### src/hdl/p1up_pkg.sv
`default_nettype none

package p1up_pkg;

  localparam int POS_W     = 4;
  localparam int MIN_LEN   = 11;
  localparam int SEP_START = 2 + 8;
  localparam int POS_SAT   = 11;

  localparam logic [7:0] LEAD_BYTE = 8'h00;
  localparam logic [7:0] SEP_BYTE  = 8'h00;
  localparam logic [7:0] BT_ONE    = 8'h01;
  localparam logic [7:0] BT_TWO    = 8'h02;

  typedef enum logic [2:0] {
    ST_OK        = 3'd0,
    ST_TOO_SHORT = 3'd1,
    ST_BAD_LEAD  = 3'd2,
    ST_BAD_TYPE  = 3'd3,
    ST_NO_SEP    = 3'd4
  } status_t;

endpackage

`default_nettype wire

### src/hdl/pkcs1_v15_unpad_parser.sv
`default_nettype none

// Block-type 1/2 PKCS#1 v1.5 unpadding parser. The encoded message enters one byte per
// item, most significant first, with in_tlast on its final byte. Every byte after the
// first zero separator at position ten or later comes out as a payload item with
// out_tuser set, while the leading byte and block type are good; the final byte always
// yields an item with out_tlast set and the status in out_tdata[10:8]. Other bytes yield
// no item. The block accepts one item every cycle while out_tready does not stall the output;
// an item passes an input register and the header/separator flag update into the result
// register. in_tready follows out_tready combinationally through the two register stages,
// and state returns to reset after each final byte.
module pkcs1_v15_unpad_parser (
  input  wire logic        clk,
  input  wire logic        rst_n,
  input  wire logic        in_tvalid,
  output logic             in_tready,
  input  wire logic [7:0]  in_tdata,   // msg_byte[7:0]
  input  wire logic        in_tlast,   // last_byte
  output logic             out_tvalid,
  input  wire logic        out_tready,
  output logic [15:0]      out_tdata,  // payload_byte[7:0], status[10:8], zero[15:11]
  output logic             out_tuser,  // payload_valid
  output logic             out_tlast   // end_of_message
);

  localparam int PW = p1up_pkg::POS_W;

  logic                 s1_valid_r;
  logic [7:0]           s1_byte_r;
  logic                 s1_last_r;
  logic                 s1_adv;

  logic [PW-1:0]        pos_r, pos_nxt;
  logic                 lead_bad_r, lead_bad_nxt;
  logic                 type_bad_r, type_bad_nxt;
  logic                 sep_r, sep_nxt;

  logic                 out_valid_r;
  logic [7:0]           payload_r;
  logic                 pvalid_r;
  logic                 eom_r;
  p1up_pkg::status_t    status_r;

  logic                 in_sep_zone;
  logic                 lead_bad_c, type_bad_c;
  logic                 payload_c;
  logic                 emit_c;
  p1up_pkg::status_t    status_c;

  assign s1_adv    = s1_valid_r && (!out_valid_r || out_tready);
  assign in_tready = !s1_valid_r || s1_adv;

  always_comb begin
    in_sep_zone = pos_r >= PW'(p1up_pkg::SEP_START);
    lead_bad_c  = (pos_r == '0) ? (s1_byte_r != p1up_pkg::LEAD_BYTE) : lead_bad_r;
    type_bad_c  = (pos_r == PW'(1)) ?
                  !(s1_byte_r == p1up_pkg::BT_ONE || s1_byte_r == p1up_pkg::BT_TWO) :
                  type_bad_r;
    payload_c   = in_sep_zone && sep_r && !lead_bad_c && !type_bad_c;
    sep_nxt     = sep_r || (in_sep_zone && (s1_byte_r == p1up_pkg::SEP_BYTE));
    emit_c      = payload_c || s1_last_r;

    status_c = p1up_pkg::ST_OK;
    if (s1_last_r) begin
      if (pos_r < PW'(p1up_pkg::MIN_LEN - 1)) begin
        status_c = p1up_pkg::ST_TOO_SHORT;
      end else if (lead_bad_c) begin
        status_c = p1up_pkg::ST_BAD_LEAD;
      end else if (type_bad_c) begin
        status_c = p1up_pkg::ST_BAD_TYPE;
      end else if (!sep_nxt) begin
        status_c = p1up_pkg::ST_NO_SEP;
      end
    end

    pos_nxt      = (pos_r < PW'(p1up_pkg::POS_SAT)) ? pos_r + PW'(1) : pos_r;
    lead_bad_nxt = lead_bad_c;
    type_bad_nxt = type_bad_c;
  end

  always_ff @(posedge clk) begin
    if (!rst_n) begin
      s1_valid_r  <= 1'b0;
      out_valid_r <= 1'b0;
      pos_r       <= '0;
      lead_bad_r  <= 1'b0;
      type_bad_r  <= 1'b0;
      sep_r       <= 1'b0;
    end else begin
      if (in_tready) begin
        s1_valid_r <= in_tvalid;
      end
      if (s1_adv) begin
        out_valid_r <= emit_c;
      end else if (out_tready) begin
        out_valid_r <= 1'b0;
      end
      if (s1_adv) begin
        if (s1_last_r) begin
          pos_r      <= '0;
          lead_bad_r <= 1'b0;
          type_bad_r <= 1'b0;
          sep_r      <= 1'b0;
        end else begin
          pos_r      <= pos_nxt;
          lead_bad_r <= lead_bad_nxt;
          type_bad_r <= type_bad_nxt;
          sep_r      <= sep_nxt;
        end
      end
    end
  end

  always_ff @(posedge clk) begin
    if (in_tready && in_tvalid) begin
      s1_byte_r <= in_tdata;
      s1_last_r <= in_tlast;
    end
    if (s1_adv) begin
      payload_r <= payload_c ? s1_byte_r : 8'h00;
      pvalid_r  <= payload_c;
      eom_r     <= s1_last_r;
      status_r  <= status_c;
    end
  end

  assign out_tvalid = out_valid_r;
  assign out_tdata  = {5'b0, status_r, payload_r};
  assign out_tuser  = pvalid_r;
  assign out_tlast  = eom_r;

  a_no_empty_item: assert property (@(posedge clk) disable iff (!rst_n)
    out_valid_r |-> (pvalid_r || eom_r))
    else $error("result item carries neither payload nor end of message");

  a_status_only_at_end: assert property (@(posedge clk) disable iff (!rst_n)
    (out_valid_r && !eom_r) |-> (status_r == p1up_pkg::ST_OK))
    else $error("nonzero status on a result that is not the final one");

  a_pos_sat: assert property (@(posedge clk) disable iff (!rst_n)
    pos_r <= PW'(p1up_pkg::POS_SAT))
    else $error("byte position ran past its saturation value");

  a_reset_after_last: assert property (@(posedge clk) disable iff (!rst_n)
    (s1_adv && s1_last_r) |=> (pos_r == '0 && !sep_r && !lead_bad_r && !type_bad_r))
    else $error("parser state not cleared after the final byte");

endmodule

`default_nettype wire

### config.mk
export PLATFORM = sky130hd
export DESIGN_NAME = pkcs1_v15_unpad_parser
export DESIGN_NICKNAME = d
export VERILOG_FILES = /design/src/hdl/p1up_pkg.sv /design/src/hdl/pkcs1_v15_unpad_parser.sv
export SDC_FILE = /design/constraint.sdc
export NUM_CORES = 1
export LEC_CHECK = 0
export ABC_AREA = 1
export CAP_MARGIN = 40
export CORE_MARGIN = 5
export CORE_UTILIZATION = 55
export CTS_BUF_LIST = sky130_fd_sc_hd__clkbuf_16
export CTS_CLUSTER_SIZE = 12
export DETAILED_ROUTE_END_ITERATION = 8
export DONT_BUFFER_PORTS = 1
export GPL_TIMING_DRIVEN = 1
export PLACE_DENSITY_LB_ADDON = 0.12
export SLEW_MARGIN = 20
export SYNTH_ARGS = -nofsm -noshare
export SYNTH_HDL_FRONTEND = slang
export SYNTH_SLANG_ARGS = --single-unit
### constraint.sdc
create_clock -name clk -period 1.4 [get_ports clk]
set_clock_uncertainty 0.1 [all_clocks]
set_input_delay 0 -clock clk [delete_from_list [all_inputs] [get_ports clk]]
set_output_delay 0 -clock clk [all_outputs]
set_load 0.02 [all_outputs]
==> summary.txt <==
Setup CP Type: register to register
min cycle time layout: 1.631 ns
share of layout cells above drive strength 1: 49.21%
Layout Cells excl Fill: 219
antenna violations before repair: 0
sequential cell area: 847.1 µm²
Max-Slew Margin vs Limit: 67.30%
Ant. Diodes: 0
final-stage net count: 205
total CTS buffers: 5
HP Class: input port to register
io pins: 33
Sink Count: 31
routability cong.: 0.8413
drt first pass iters: 4
I/O Buffers: 0
Tcrit/Tclk final: 116.5%
Crit. End Element: register
Reg2Reg Setup Slack: -0.23 ns
Seq/Total Area, Yosys: 59.00%
die area: 3709 µm²
Cell Area, Synth: 1425 µm²
fmax: 613.2 MHz
violated checks: negative setup slack
Die H: 60.91 µm
Pwr Total: 0.002497 W
crit path launch type: register
total track usage: 19.60%
Yosys cell types: 23
R2R cell count: 9
Peak VDD IR: 1112 µV
CTS tree: built
Die X: 60.91 µm
first-pass GRT wire length: 5.092 mm
Hold Path Depth: 5
final setup margin: -0.2307 ns
area of the multi-input gates: 631.9 µm²
drt first-iter violations: 49
Syn Area/Cell: 10.25 µm²
status: finished, violations left
placed cells: 185
Hold Path Sink: out_tvalid$_SDFFE_PN0P_
Cells after Synth: 139
min-delay src: out_tready
reg2reg end: payload_r[0]$_SDFFCE_PN0P_
crit path max fanout: 5
Pins Over Slew Limit: 0
critical path data arrival time: 1.67 ns
Setup violations, final: 19
total grt overflow: 0
P&R area growth vs syn: 54.26%
vias in the first global route: 1,064
max cap viols: 0
drt total wl: 3.909 mm
Detail Route Antenna Nets: 0
Starting Density: 57.53%
dpl hpwl: 1.902 mm
largest net degree at the start of global routing: 15
Core Area: 2477 µm²
routed vias: 1,163
clk slew on worst S/H paths: 0.05 ns
DRC: 0
clock root buffer master: clkbuf_16
drt via density: 5.311
worst skew pair latency: 0.27 ns
pwr dens: 1136 nW/µm²
CP required: 1.44 ns
worst slew pin tran: 0.4854 ns
CTS H-Tree Depth: 2
# fillers: 100
Static Leakage: 0.8656 nW
Final Util: 88.74%
WL/cell: 17.85 µm
CP Launch Point: s1_byte_r[3]$_DFFE_PP_
clock buffer depth: 2
row cnt: 18
Final Hold Violating Endpoints: 0
synthesized flop and latch total: 31
Yosys warning count: 0
reg-to-reg startpoint: s1_byte_r[3]$_DFFE_PP_
RSZ-0062 raised after global routing: true
sequential cells by signal, indices dropped and copies added, names as in the netlist:
name	count
s1_valid_r	1
out_tvalid	1
type_bad_r	1
status_r	3
s1_last_r	1
out_tlast	1
payload_r	8
sep_r	1
s1_byte_r	8
lead_bad_r	1
pos_r	4
out_tuser	1
final cells by class:
| type | count | area share, % |
|---|---|---|
| Sequential cell | 31 | 38.53 |
| Multi-Input combinational cell | 82 | 28.74 |
| Timing Repair Buffer | 42 | 18.27 |
| Clock buffer | 5 | 5.692 |
| Inverter | 26 | 5.293 |
| Clock inverter | 3 | 1.764 |
| Tap cell | 30 | 1.707 |
report_power, final:
group / switching (W) / leakage [nW] / internal (W) / total (W)
registers: 0.0000419 / 0.288 / 0.00102 / 0.00106
logic: 0.000132 / 0.496 / 0.000107 / 0.000239
clock network: 0.000366 / 0.0812 / 0.000827 / 0.00119
metrics by stage:
stage	hold slack [ns]	area, µm²	TNS, ns	setup WS (ns)
finish	0.02041	2198	-3.025	-0.2307
global route	0.09768	2198	-4.340	-0.2991
CTS	0.01694	1996	-1.695	-0.1277
detailed placement	-0.001081	1595	-1.222	-0.1429
global placement	-0.001069	1595	-0.7308	-0.07858
floorplan	-0.001131	1455	-0.5224	-0.07405
cell usage after synthesis (all sizes together):
cell | number | area, µm²
dfxtp | 9 | 180.2
conb | 1 | 3.750
edfxtp | 22 | 660.6
nor3 | 1 | 5.000
nand3b | 1 | 7.510
nor2 | 21 | 111.4
a211oi | 1 | 7.510
inv | 26 | 100.1
nor3b | 1 | 7.510
or2 | 1 | 8.760
o31ai | 1 | 12.51
nand3 | 3 | 15.01
a21oi | 11 | 55.05
nand2 | 27 | 140.1
nand4 | 2 | 12.51
ha | 4 | 50.05
buf | 5 | 37.54
o21ai | 2 | 10.01
placed cells by master (no fill, tap or decap), drive strengths merged:
cell,n
a211oi,1
a21oi,11
buf,31
bufinv,1
clkbuf,5
clkinv,2
clkinvlp,1
conb,5
dfxtp,9
dlygate4sd3,11
edfxtp,22
ha,4
inv,25
nand2,28
nand3,3
nand3b,1
nand4,2
nor2,21
nor3,1
nor3b,1
o21ai,2
o31ai,1
or2,1
worst max-delay path by stage:
stage | slack, ns | end | cells after the start
4_1_cts | -0.13 | payload_r[7]$_SDFFCE_PN0P_ | 10
5_1_grt | -0.30 | payload_r[0]$_SDFFCE_PN0P_ | 9
2_1_floorplan | -0.07 | payload_r[1]$_SDFFCE_PN0P_ | 10
3_5_place_dp | -0.14 | payload_r[1]$_SDFFCE_PN0P_ | 10
6_report | -0.23 | payload_r[0]$_SDFFCE_PN0P_ | 9
3_3_place_gp | -0.08 | payload_r[1]$_SDFFCE_PN0P_ | 10
worst max-delay path, cell delays in order, from the launching register on:
cell      delay [ns]
edfxtp_1        0.41
nor2_1          0.19
nand2_2         0.10
nor2_2          0.12
nand2_2         0.10
nand2_4         0.11
nand2_4         0.08
inv_8           0.10
nand2_8         0.09
nor2_4          0.09
kinds of logic (layout without fill, tap and decap cells):
family                     after synthesis  in the layout  share of synthesized area [%]
buffers and inverters                   31             76                          9.658
DFF                                     31             31                          59.00
AOI/OAI and AO/OA                       15             15                          5.970
and+or+nand+nor                         57             58                          21.60
other                                    1              5                         0.2631
adders and majority gates                4              4                          3.512
metal layers:
metal | vias to the layer above | share of wire, % | GRT usage [%]
li1 | 534 | - | -
met1 | 571 | 42 | 21.56
met2 | 48 | 49 | 33.89
met3 | 10 | 6.8 | 5.745
met4 | 0 | 2.0 | 10.53
met5 | - | 0 | 0
repair_timing:
| action | in CTS | in global routing |
|---|---|---|
| setup endpoints to repair | 18 | 20 |
| endpoints found under the hold margin | 27 | 0 |
| gates resized for setup | 20 | 35 |
| buffers inserted | 5 | 10 |
| gates cloned | 1 | 0 |
| pin swaps | 12 | 18 |
| hold buffers | 11 | 0 |
Power figures use the tool's default switching activity.
